<file path="src/design/ptts_pkg.sv">
// Shared types and constants of the periodic task tick scheduler.
`default_nettype none
package ptts_pkg;

  localparam int NUM_TASKS_DEF = 8;

  // Most fire transfers that one tick reports.
  localparam int RES_MAX = 8;
  localparam int FIRE_CNT_W = 4;

  // Command queue between front and back.
  localparam int CMD_Q_DEPTH = 2;
  localparam int CMD_Q_PW = 1;
  localparam int CMD_Q_CW = 2;

  localparam int OP_W = 3;
  localparam int SLOT_W = 8;
  localparam int TIME_W = 8;
  localparam int FIRED_W = 6;

  typedef enum logic [OP_W-1:0] {
    OP_TICK    = 3'd0,
    OP_CREATE  = 3'd1,
    OP_DELETE  = 3'd2,
    OP_SUSPEND = 3'd3,
    OP_RESUME  = 3'd4
  } op_e;

  localparam logic [1:0] ST_DONE     = 2'd0;
  localparam logic [1:0] ST_RANGE    = 2'd1;
  localparam logic [1:0] ST_OCCUPIED = 2'd2;

  localparam logic KIND_STATUS = 1'b0;
  localparam logic KIND_FIRE   = 1'b1;

  typedef struct packed {
    op_e                op;
    logic               in_range;
    logic [SLOT_W-1:0]  slot;
    logic [TIME_W-1:0]  period;
    logic [TIME_W-1:0]  first_delay;
  } cmd_t;

endpackage
`default_nettype wire

</file>
<file path="src/design/periodic_task_tick_scheduler.sv">
// Top level of the periodic task tick scheduler.
//
//  channel  | dir | tdata (low bit up)                         | tuser | tlast
//  s_axis   | in  | slot[7:0] period[15:8] first_delay[23:16]  | op    | -
//  m_axis   | out | status[1:0] fired_slot[7:2]                | kind  | last
//
// A create, delete, suspend or resume is applied in the back end as it leaves
// the two-entry command queue. A tick walks the slot table through the
// period/countdown memory read port, one slot per cycle unless a result
// waits on the output. Reset empties the table and the queue. A stalled output
// holds creates and tick results; the front takes items until the queue fills.
`default_nettype none
module periodic_task_tick_scheduler
  import ptts_pkg::*;
#(
  parameter int NUM_TASKS = NUM_TASKS_DEF
) (
  input  wire logic        clk_i,
  input  wire logic        rst_ni,
  input  wire logic        s_axis_tvalid_i,
  output logic             s_axis_tready_o,
  input  wire logic [23:0] s_axis_tdata_i,   // slot, period, first_delay
  input  wire logic [2:0]  s_axis_tuser_i,   // op
  output logic             m_axis_tvalid_o,
  input  wire logic        m_axis_tready_i,
  output logic [7:0]       m_axis_tdata_o,   // status, fired_slot
  output logic [0:0]       m_axis_tuser_o,   // kind
  output logic             m_axis_tlast_o
);

  logic               q_push;
  logic               q_full;
  logic               q_pop;
  logic               q_valid;
  cmd_t               push_cmd;
  cmd_t               pop_cmd;
  logic               kind;
  logic [1:0]         status;
  logic [FIRED_W-1:0] fired_slot;

  ptts_front #(
    .NUM_TASKS(NUM_TASKS)
  ) u_front (
    .s_valid_i    (s_axis_tvalid_i),
    .s_ready_o    (s_axis_tready_o),
    .op_i         (s_axis_tuser_i),
    .slot_i       (s_axis_tdata_i[7:0]),
    .period_i     (s_axis_tdata_i[15:8]),
    .first_delay_i(s_axis_tdata_i[23:16]),
    .q_full_i     (q_full),
    .q_push_o     (q_push),
    .q_cmd_o      (push_cmd)
  );

  ptts_cmd_fifo u_cmd_fifo (
    .clk_i     (clk_i),
    .rst_ni    (rst_ni),
    .push_i    (q_push),
    .push_cmd_i(push_cmd),
    .full_o    (q_full),
    .pop_i     (q_pop),
    .valid_o   (q_valid),
    .pop_cmd_o (pop_cmd)
  );

  ptts_back #(
    .NUM_TASKS(NUM_TASKS)
  ) u_back (
    .clk_i       (clk_i),
    .rst_ni      (rst_ni),
    .q_valid_i   (q_valid),
    .q_cmd_i     (pop_cmd),
    .q_pop_o     (q_pop),
    .m_valid_o   (m_axis_tvalid_o),
    .m_ready_i   (m_axis_tready_i),
    .kind_o      (kind),
    .status_o    (status),
    .fired_slot_o(fired_slot),
    .last_o      (m_axis_tlast_o)
  );

  assign m_axis_tdata_o = {fired_slot, status};
  assign m_axis_tuser_o = kind;

endmodule
`default_nettype wire

</file>
<file path="src/design/ptts_front.sv">
// Front end: accepts input transfers, decodes and filters them into commands.
`default_nettype none
module ptts_front
  import ptts_pkg::*;
#(
  parameter int NUM_TASKS = NUM_TASKS_DEF
) (
  input  wire logic               s_valid_i,
  output logic                    s_ready_o,
  input  wire logic [OP_W-1:0]    op_i,
  input  wire logic [SLOT_W-1:0]  slot_i,
  input  wire logic [TIME_W-1:0]  period_i,
  input  wire logic [TIME_W-1:0]  first_delay_i,
  input  wire logic               q_full_i,
  output logic                    q_push_o,
  output cmd_t                    q_cmd_o
);

  localparam logic [SLOT_W-1:0] NumTasksW = SLOT_W'(NUM_TASKS);

  logic in_range;
  logic keep;

  always_comb begin
    in_range = (slot_i < NumTasksW);
    q_cmd_o.op          = op_e'(op_i);
    q_cmd_o.in_range    = in_range;
    q_cmd_o.slot        = slot_i;
    q_cmd_o.period      = period_i;
    q_cmd_o.first_delay = first_delay_i;
    // Drop unused codes and delete, suspend or resume commands that address no slot.
    case (op_e'(op_i))
      OP_TICK:    keep = 1'b1;
      OP_CREATE:  keep = 1'b1;
      OP_DELETE:  keep = in_range;
      OP_SUSPEND: keep = in_range;
      OP_RESUME:  keep = in_range;
      default:    keep = 1'b0;
    endcase
  end

  assign s_ready_o = !q_full_i;
  assign q_push_o  = s_valid_i && !q_full_i && keep;

endmodule
`default_nettype wire

</file>
<file path="src/design/ptts_cmd_fifo.sv">
// Short command queue between front and back.
`default_nettype none
module ptts_cmd_fifo
  import ptts_pkg::*;
(
  input  wire logic clk_i,
  input  wire logic rst_ni,
  input  wire logic push_i,
  input  wire cmd_t push_cmd_i,
  output logic      full_o,
  input  wire logic pop_i,
  output logic      valid_o,
  output cmd_t      pop_cmd_o
);

  cmd_t                entry_q [CMD_Q_DEPTH];
  logic [CMD_Q_PW-1:0] wr_ptr_q, wr_ptr_d;
  logic [CMD_Q_PW-1:0] rd_ptr_q, rd_ptr_d;
  logic [CMD_Q_CW-1:0] count_q, count_d;

  assign full_o    = (count_q == CMD_Q_CW'(CMD_Q_DEPTH));
  assign valid_o   = (count_q != '0);
  assign pop_cmd_o = entry_q[rd_ptr_q];

  always_comb begin
    wr_ptr_d = push_i ? wr_ptr_q + 1'b1 : wr_ptr_q;
    rd_ptr_d = pop_i ? rd_ptr_q + 1'b1 : rd_ptr_q;
    count_d  = count_q;
    if (push_i && !pop_i) begin
      count_d = count_q + 1'b1;
    end else if (pop_i && !push_i) begin
      count_d = count_q - 1'b1;
    end
  end

  always_ff @(posedge clk_i or negedge rst_ni) begin
    if (!rst_ni) begin
      wr_ptr_q <= '0;
      rd_ptr_q <= '0;
      count_q  <= '0;
    end else begin
      wr_ptr_q <= wr_ptr_d;
      rd_ptr_q <= rd_ptr_d;
      count_q  <= count_d;
    end
  end

  always_ff @(posedge clk_i) begin
    if (push_i) begin
      entry_q[wr_ptr_q] <= push_cmd_i;
    end
  end

endmodule
`default_nettype wire

</file>
<file path="src/design/ptts_back.sv">
// Back end: slot table, slot command handling, tick walk and result register.
`default_nettype none
module ptts_back
  import ptts_pkg::*;
#(
  parameter int NUM_TASKS = NUM_TASKS_DEF
) (
  input  wire logic               clk_i,
  input  wire logic               rst_ni,
  input  wire logic               q_valid_i,
  input  wire cmd_t               q_cmd_i,
  output logic                    q_pop_o,
  output logic                    m_valid_o,
  input  wire logic               m_ready_i,
  output logic                    kind_o,
  output logic [1:0]              status_o,
  output logic [FIRED_W-1:0]      fired_slot_o,
  output logic                    last_o
);

  localparam int IW = (NUM_TASKS > 1) ? $clog2(NUM_TASKS) : 1;
  localparam logic [IW-1:0] LastIdx = IW'(NUM_TASKS - 1);

  localparam logic [1:0] S_IDLE  = 2'd0;
  localparam logic [1:0] S_WALK  = 2'd1;
  localparam logic [1:0] S_FLUSH = 2'd2;

  logic [1:0]            state_q, state_d;
  logic [NUM_TASKS-1:0]  occ_q, occ_d;
  logic [NUM_TASKS-1:0]  sus_q, sus_d;

  logic [TIME_W-1:0]     per_mem [NUM_TASKS];
  logic [TIME_W-1:0]     cd_mem  [NUM_TASKS];
  logic [TIME_W-1:0]     per_rd_q;
  logic [TIME_W-1:0]     cd_rd_q;

  logic [IW-1:0]         rd_idx_q, rd_idx_d;
  logic                  issue_q, issue_d;
  logic [IW-1:0]         p_idx_q, p_idx_d;
  logic                  p_valid_q, p_valid_d;
  logic [FIRE_CNT_W-1:0] fire_cnt_q, fire_cnt_d;
  logic                  pend_valid_q, pend_valid_d;
  logic [FIRED_W-1:0]    pend_slot_q, pend_slot_d;

  logic                  out_valid_q;
  logic                  out_kind_q;
  logic [1:0]            out_status_q;
  logic [FIRED_W-1:0]    out_slot_q;
  logic                  out_last_q;

  logic                  out_ready;
  logic [IW-1:0]         s_idx;
  logic                  p_elig, p_fire, p_report, need_emit, stall;
  logic                  rd_en;
  logic                  cd_we, per_we;
  logic [IW-1:0]         cd_waddr;
  logic [TIME_W-1:0]     cd_wdata;
  logic                  emit;
  logic                  e_kind;
  logic [1:0]            e_status;
  logic [FIRED_W-1:0]    e_slot;
  logic                  e_last;

  assign out_ready = !out_valid_q || m_ready_i;
  assign s_idx     = q_cmd_i.slot[IW-1:0];

  always_comb begin
    p_elig    = occ_q[p_idx_q] && !sus_q[p_idx_q];
    p_fire    = p_valid_q && p_elig && (cd_rd_q == '0);
    p_report  = p_fire && (fire_cnt_q < FIRE_CNT_W'(RES_MAX));
    need_emit = p_report && pend_valid_q;
    stall     = need_emit && !out_ready;
  end

  always_comb begin
    state_d      = state_q;
    occ_d        = occ_q;
    sus_d        = sus_q;
    rd_idx_d     = rd_idx_q;
    issue_d      = issue_q;
    p_idx_d      = p_idx_q;
    p_valid_d    = p_valid_q;
    fire_cnt_d   = fire_cnt_q;
    pend_valid_d = pend_valid_q;
    pend_slot_d  = pend_slot_q;
    q_pop_o      = 1'b0;
    rd_en        = 1'b0;
    cd_we        = 1'b0;
    per_we       = 1'b0;
    cd_waddr     = p_idx_q;
    cd_wdata     = (cd_rd_q == '0) ? per_rd_q : cd_rd_q - 1'b1;
    emit         = 1'b0;
    e_kind       = KIND_FIRE;
    e_status     = ST_DONE;
    e_slot       = pend_slot_q;
    e_last       = 1'b0;

    case (state_q)
      S_IDLE: begin
        if (q_valid_i && (q_cmd_i.op != OP_CREATE || out_ready)) begin
          q_pop_o = 1'b1;
          case (q_cmd_i.op)
            OP_TICK: begin
              state_d      = S_WALK;
              rd_idx_d     = '0;
              issue_d      = 1'b1;
              p_valid_d    = 1'b0;
              fire_cnt_d   = '0;
              pend_valid_d = 1'b0;
            end
            OP_CREATE: begin
              emit     = 1'b1;
              e_kind   = KIND_STATUS;
              e_slot   = '0;
              e_last   = 1'b1;
              if (!q_cmd_i.in_range) begin
                e_status = ST_RANGE;
              end else if (occ_q[s_idx]) begin
                e_status = ST_OCCUPIED;
              end else begin
                e_status     = ST_DONE;
                occ_d[s_idx] = 1'b1;
                sus_d[s_idx] = 1'b0;
                per_we       = 1'b1;
                cd_we        = 1'b1;
                cd_waddr     = s_idx;
                cd_wdata     = q_cmd_i.first_delay;
              end
            end
            OP_DELETE: begin
              if (occ_q[s_idx]) begin
                occ_d[s_idx] = 1'b0;
                sus_d[s_idx] = 1'b0;
              end
            end
            OP_SUSPEND: begin
              if (occ_q[s_idx]) begin
                sus_d[s_idx] = 1'b1;
              end
            end
            OP_RESUME: begin
              if (occ_q[s_idx]) begin
                sus_d[s_idx] = 1'b0;
              end
            end
            default: begin
            end
          endcase
        end
      end
      S_WALK: begin
        if (!stall) begin
          // Update stage: reload or count down the slot fetched by the read stage.
          if (p_valid_q && p_elig) begin
            cd_we = 1'b1;
          end
          if (need_emit) begin
            emit = 1'b1;
          end
          if (p_report) begin
            fire_cnt_d   = fire_cnt_q + 1'b1;
            pend_valid_d = 1'b1;
            pend_slot_d  = FIRED_W'(p_idx_q);
          end
          // Read stage: fetch the next slot.
          if (issue_q) begin
            rd_en     = 1'b1;
            p_idx_d   = rd_idx_q;
            p_valid_d = 1'b1;
            if (rd_idx_q == LastIdx) begin
              issue_d = 1'b0;
            end else begin
              rd_idx_d = rd_idx_q + 1'b1;
            end
          end else begin
            p_valid_d = 1'b0;
            if (!p_valid_q) begin
              state_d = S_FLUSH;
            end
          end
        end
      end
      S_FLUSH: begin
        if (!pend_valid_q) begin
          state_d = S_IDLE;
        end else if (out_ready) begin
          emit         = 1'b1;
          e_last       = 1'b1;
          pend_valid_d = 1'b0;
          state_d      = S_IDLE;
        end
      end
      default: begin
        state_d = S_IDLE;
      end
    endcase
  end

  always_ff @(posedge clk_i or negedge rst_ni) begin
    if (!rst_ni) begin
      state_q      <= S_IDLE;
      occ_q        <= '0;
      sus_q        <= '0;
      rd_idx_q     <= '0;
      issue_q      <= 1'b0;
      p_idx_q      <= '0;
      p_valid_q    <= 1'b0;
      fire_cnt_q   <= '0;
      pend_valid_q <= 1'b0;
      out_valid_q  <= 1'b0;
    end else begin
      state_q      <= state_d;
      occ_q        <= occ_d;
      sus_q        <= sus_d;
      rd_idx_q     <= rd_idx_d;
      issue_q      <= issue_d;
      p_idx_q      <= p_idx_d;
      p_valid_q    <= p_valid_d;
      fire_cnt_q   <= fire_cnt_d;
      pend_valid_q <= pend_valid_d;
      if (emit) begin
        out_valid_q <= 1'b1;
      end else if (m_ready_i) begin
        out_valid_q <= 1'b0;
      end
    end
  end

  always_ff @(posedge clk_i) begin
    pend_slot_q <= pend_slot_d;
    if (emit) begin
      out_kind_q   <= e_kind;
      out_status_q <= e_status;
      out_slot_q   <= e_slot;
      out_last_q   <= e_last;
    end
  end

  // Slot period and countdown memories: one write port, registered read.
  always_ff @(posedge clk_i) begin
    if (per_we) begin
      per_mem[s_idx] <= q_cmd_i.period;
    end
    if (cd_we) begin
      cd_mem[cd_waddr] <= cd_wdata;
    end
  end

  always_ff @(posedge clk_i) begin
    if (rd_en) begin
      per_rd_q <= per_mem[rd_idx_q];
      cd_rd_q  <= cd_mem[rd_idx_q];
    end
  end

  assign m_valid_o    = out_valid_q;
  assign kind_o       = out_kind_q;
  assign status_o     = out_status_q;
  assign fired_slot_o = out_slot_q;
  assign last_o       = out_last_q;

endmodule
`default_nettype wire
</file>
<file path="config.mk">
export PLATFORM = sky130hd
export DESIGN_NAME = periodic_task_tick_scheduler
export DESIGN_NICKNAME = d
export VERILOG_FILES = /design/src/design/ptts_pkg.sv /design/src/design/periodic_task_tick_scheduler.sv /design/src/design/ptts_front.sv /design/src/design/ptts_cmd_fifo.sv /design/src/design/ptts_back.sv
export SDC_FILE = /design/constraint.sdc
export NUM_CORES = 1
export LEC_CHECK = 0
export ABC_AREA = 1
export BUFFER_PORTS_ARGS = -buffer_cell sky130_fd_sc_hd__buf_4
export CORE_MARGIN = 2
export CORE_UTILIZATION = 55
export CTS_BUF_LIST = sky130_fd_sc_hd__clkbuf_4 sky130_fd_sc_hd__clkbuf_8 sky130_fd_sc_hd__clkbuf_16
export DETAILED_ROUTE_END_ITERATION = 8
export PLACE_DENSITY = 0.81
export SYNTH_ARGS = -nofsm -noshare
export SYNTH_HDL_FRONTEND = slang
export SYNTH_SLANG_ARGS = --single-unit
</file>
<file path="constraint.sdc">
create_clock -name clk_i -period 2.55 [get_ports clk_i]
set_input_delay 0.255 -clock clk_i [delete_from_list [all_inputs] [get_ports clk_i]]
set_output_delay 0.255 -clock clk_i [all_outputs]
set_load 0.05 [all_outputs]
</file>
==> results.md <==
* Fmax at 0.408 GHz
* Worst vdd ir at 0.884 mV
* Finish-stage setup viols at 0
* WL per Instance at 18.5 µm
* Sinks on the clock net at 236
* DRC violations left at 0
* Clock Skews at 0.00943 ns
* Critical Path Start Type: register
* #FFs+latches synth at 236
* Crit. End Element: register
* Max Cap Viol at 0
* Core box area at 18100 µm²
* Final WS setup at 0.0978 ns
* Area grow syn2layout at 19.4%
* DP HPWL at 15.2 mm
* Initial core utilization at 0.566
* Worst slew pin tran at 0.822 ns
* Via count at 7394
* Req. time, crit path at 2.78 ns
* Mapped cell area at 10300 µm²
* Multi-input gate area at 3050 µm²
* Clk_lat worst skew at 0.52 ns
* Place WS at -0.0512 ns
* Final net count at 1085
* Drt pass-1 iters at 6
* H-tree levels at 1
* Register area at 6910 µm²
* Final Power at 12800 µW
* Antenna violations before repair at 0
* Hold Fails Final Rpt at 0
* Via density at 5.74
* Worst Path Arrival at 2.68 ns
* Crit share post-route at 0.962
* Post-synth cell types at 52
* Final GP Congestion at 0.928
* ANT nets after route at 0
* Row Count at 49
* Initial drt markers at 776
* Min-Delay Path Class: primary input to register
* Syn avg cell area at 11.0 µm²
* Lkg Pwr at 0.00483 µW
* Die area at 19800 µm²
* Slew Limit Headroom at 0.449
* Post-synth ARST share at 0.153
* Grt ovf at 0
* Max-slew violation count at 0
* Die H at 141 µm
* Clock transition at path regs at 0.06 ns
* Yosys warns at 0
* Global-route wire length before repair at 37.3 mm
* Crit path kind: register to register
* Largest net degree at the start of global routing at 69
* Total GRT Usage at 0.239
* Min Tclk post-route at 2.45 ns
* Vias in the first global route at 7310
* Post-synth top flop: edfxtp_1
* I/O pins at 43
* Sequential area share after synthesis at 0.673
* Fillers at 1245
* Max Root-Sink Buffers at 3
* CTS tree: built
* Status: completed
* Num CTS Buffers at 23
* CP max FO at 8
* Layout cells sized above 1 at 0.193
* WL final at 23.8 mm
* ANT cells at 0
* Power per cell area at 1050 nW/µm²
* Die width at 141 µm
* I/O Buffers at 39
* EDFF count, synth at 200
* Root buffer cell: clkbuf_16
* Cells after synthesis at 930
## cells by family (layout without fill, tap and decap cells)
kind of cell | after synthesis | count (layout) | synth area share
AOI/OAI and AO/OA | 149 | 149 | 0.0846
xor gates and xnor gates | 6 | 6 | 0.00512
adders and majority gates | 10 | 10 | 0.0122
buffers and inverters | 99 | 227 | 0.0424
DFF | 236 | 236 | 0.673
muxes | 4 | 4 | 0.00402
other | 1 | 3 | 0.000365
and+or+nand+nor | 425 | 425 | 0.179
## worst max-delay path, stage by stage (launching register included)
cell,delay (ns)
dfrtp_2,0.48
inv_4,0.11
nand2_1,0.07
nand2_2,0.11
inv_2,0.08
nand2_1,0.06
nand2_1,0.06
nand2_1,0.08
nand2_1,0.08
nand2_1,0.08
nand2_2,0.08
inv_4,0.06
buf_4,0.16
nand3_2,0.15
nand2_2,0.14
nand2_4,0.08
nor2_2,0.13
buf_6,0.15
## synth_stat cells (3+ instances only)
| cell | n | area, µm² |
|---|---|---|
| inv_2 | 4 | 15.0 |
| inv_4 | 3 | 18.8 |
| o21ai_1 | 4 | 20.0 |
| buf_6 | 5 | 56.3 |
| o21ai_0 | 87 | 435 |
| nand4_1 | 11 | 68.8 |
| nor3_1 | 7 | 35.0 |
| a31oi_1 | 19 | 119 |
| ha_1 | 10 | 125 |
| o22ai_1 | 16 | 100 |
| o21ai_2 | 3 | 26.3 |
| buf_2 | 3 | 15.0 |
| xor2_1 | 5 | 43.8 |
| nand3_1 | 45 | 225 |
| inv_1 | 53 | 199 |
| nand2_1 | 170 | 638 |
| nand2_2 | 5 | 31.3 |
| edfxtp_1 | 200 | 6010 |
| mux2i_1 | 3 | 30.0 |
| a21oi_1 | 7 | 35.0 |
| clkbuf_1 | 24 | 90.1 |
| dfrtp_1 | 36 | 901 |
| or2_2 | 6 | 37.5 |
| nor2_1 | 163 | 612 |
| buf_4 | 4 | 30.0 |
## power breakdown
| group | internal (µW) | switching (µW) |
|---|---|---|
| combinational | 1420 | 2910 |
| sequential | 4930 | 334 |
| clock | 1850 | 1390 |
| total | 8190 | 4630 |
## cell usage in the layout (no fill, tap or decap), drive strengths merged, types with 3 or more instances in the layout
| cell type | n |
|---|---|
| a21oi | 7 |
| a31oi | 19 |
| buf | 102 |
| clkbuf | 29 |
| clkinv | 11 |
| conb | 3 |
| dfrtp | 36 |
| dlygate4sd3 | 23 |
| edfxtp | 200 |
| ha | 10 |
| inv | 61 |
| mux2i | 3 |
| nand2 | 176 |
| nand3 | 48 |
| nand4 | 11 |
| nor2 | 166 |
| nor3 | 10 |
| o21ai | 96 |
| o21bai | 3 |
| o22ai | 16 |
| o31ai | 3 |
| or2 | 9 |
| xor2 | 5 |
## flip-flops by register name (all words and copies together) (netlist names), named ones only
name	flops
u_back.cd_mem	64
u_back.cd_rd_q	8
u_back.fire_cnt_q	4
u_back.fired_slot_o	3
u_back.issue_q	1
u_back.kind_o	1
u_back.last_o	1
u_back.m_valid_o	1
u_back.p_idx_q	3
u_back.p_valid_q	1
u_back.pend_slot_q	3
u_back.pend_valid_q	1
u_back.per_mem	64
u_back.per_rd_q	8
u_back.rd_idx_q	3
u_back.state_q	2
u_back.status_o	2
u_cmd_fifo.count_q	2
u_cmd_fifo.entry_q	46
u_cmd_fifo.rd_ptr_q	1
u_cmd_fifo.wr_ptr_q	1
## stage by stage
step | cells | util | area [µm²] | hold WS (ns) | setup TNS (ns)
3_5_place_dp | 1223 | 0.613 | 11100 | 0.251 | -2.04
5_1_grt | 1289 | 0.675 | 12300 | 0.0590 | -0.879
3_3_place_gp | 1223 | 0.613 | 11100 | 0.253 | 0
4_1_cts | 1287 | 0.666 | 12100 | 0.0386 | 0
6_report | 1289 | 0.675 | 12300 | 0.0532 | 0
2_1_floorplan | 932 | - | 10300 | -0.0406 | -1.32
## path summary, 6_finish.rpt
check	startpoint	endpoint	slack, ns	cells after the start
worst max-delay path	u_cmd_fifo.rd_ptr_q	u_back.cd_mem[4][4]	0.1	17
worst min-delay path	s_axis_tdata_i[6]	u_cmd_fifo.entry_q[0][24]	0.05	2
worst max register to register	u_cmd_fifo.rd_ptr_q	u_back.cd_mem[4][4]	0.1	17
worst min register to register	register	register	0.48	2
max in group asynchronous	rst_ni	u_back.rd_idx_q[0]	1.92	2
min in group asynchronous	rst_ni	u_cmd_fifo.wr_ptr_q	0.26	2
## metal layers
layer / vias up / global-route usage / share of wire
met5: - / 0 / 0
met4: 0 / 0.0774 / 0.029
met3: 65 / 0.0346 / 0.072
met2: 344 / 0.412 / 0.50
met1: 3550 / 0.317 / 0.40
li1: 3435 / - / -
## final cells by class
type / instances / area share
repair buffers: 125 / 0.0851
well taps: 229 / 0.0234
inverters: 61 / 0.0195
multi-input cells: 597 / 0.249
clock buffers: 29 / 0.0512
clock inverters: 12 / 0.00776
flip-flops and latches: 236 / 0.564
## timing repair
| item | CTS | global route |
|---|---|---|
| pin swaps | 2 | 6 |
| endpoints found under the hold margin | 80 | 0 |
| hold buffers | 23 | 0 |
| gates resized for setup | 3 | 37 |
| setup endpoints to repair | 64 | 106 |
| buffers inserted | 0 | 2 |
No activity file was read; power rests on OpenSTA's default activity.
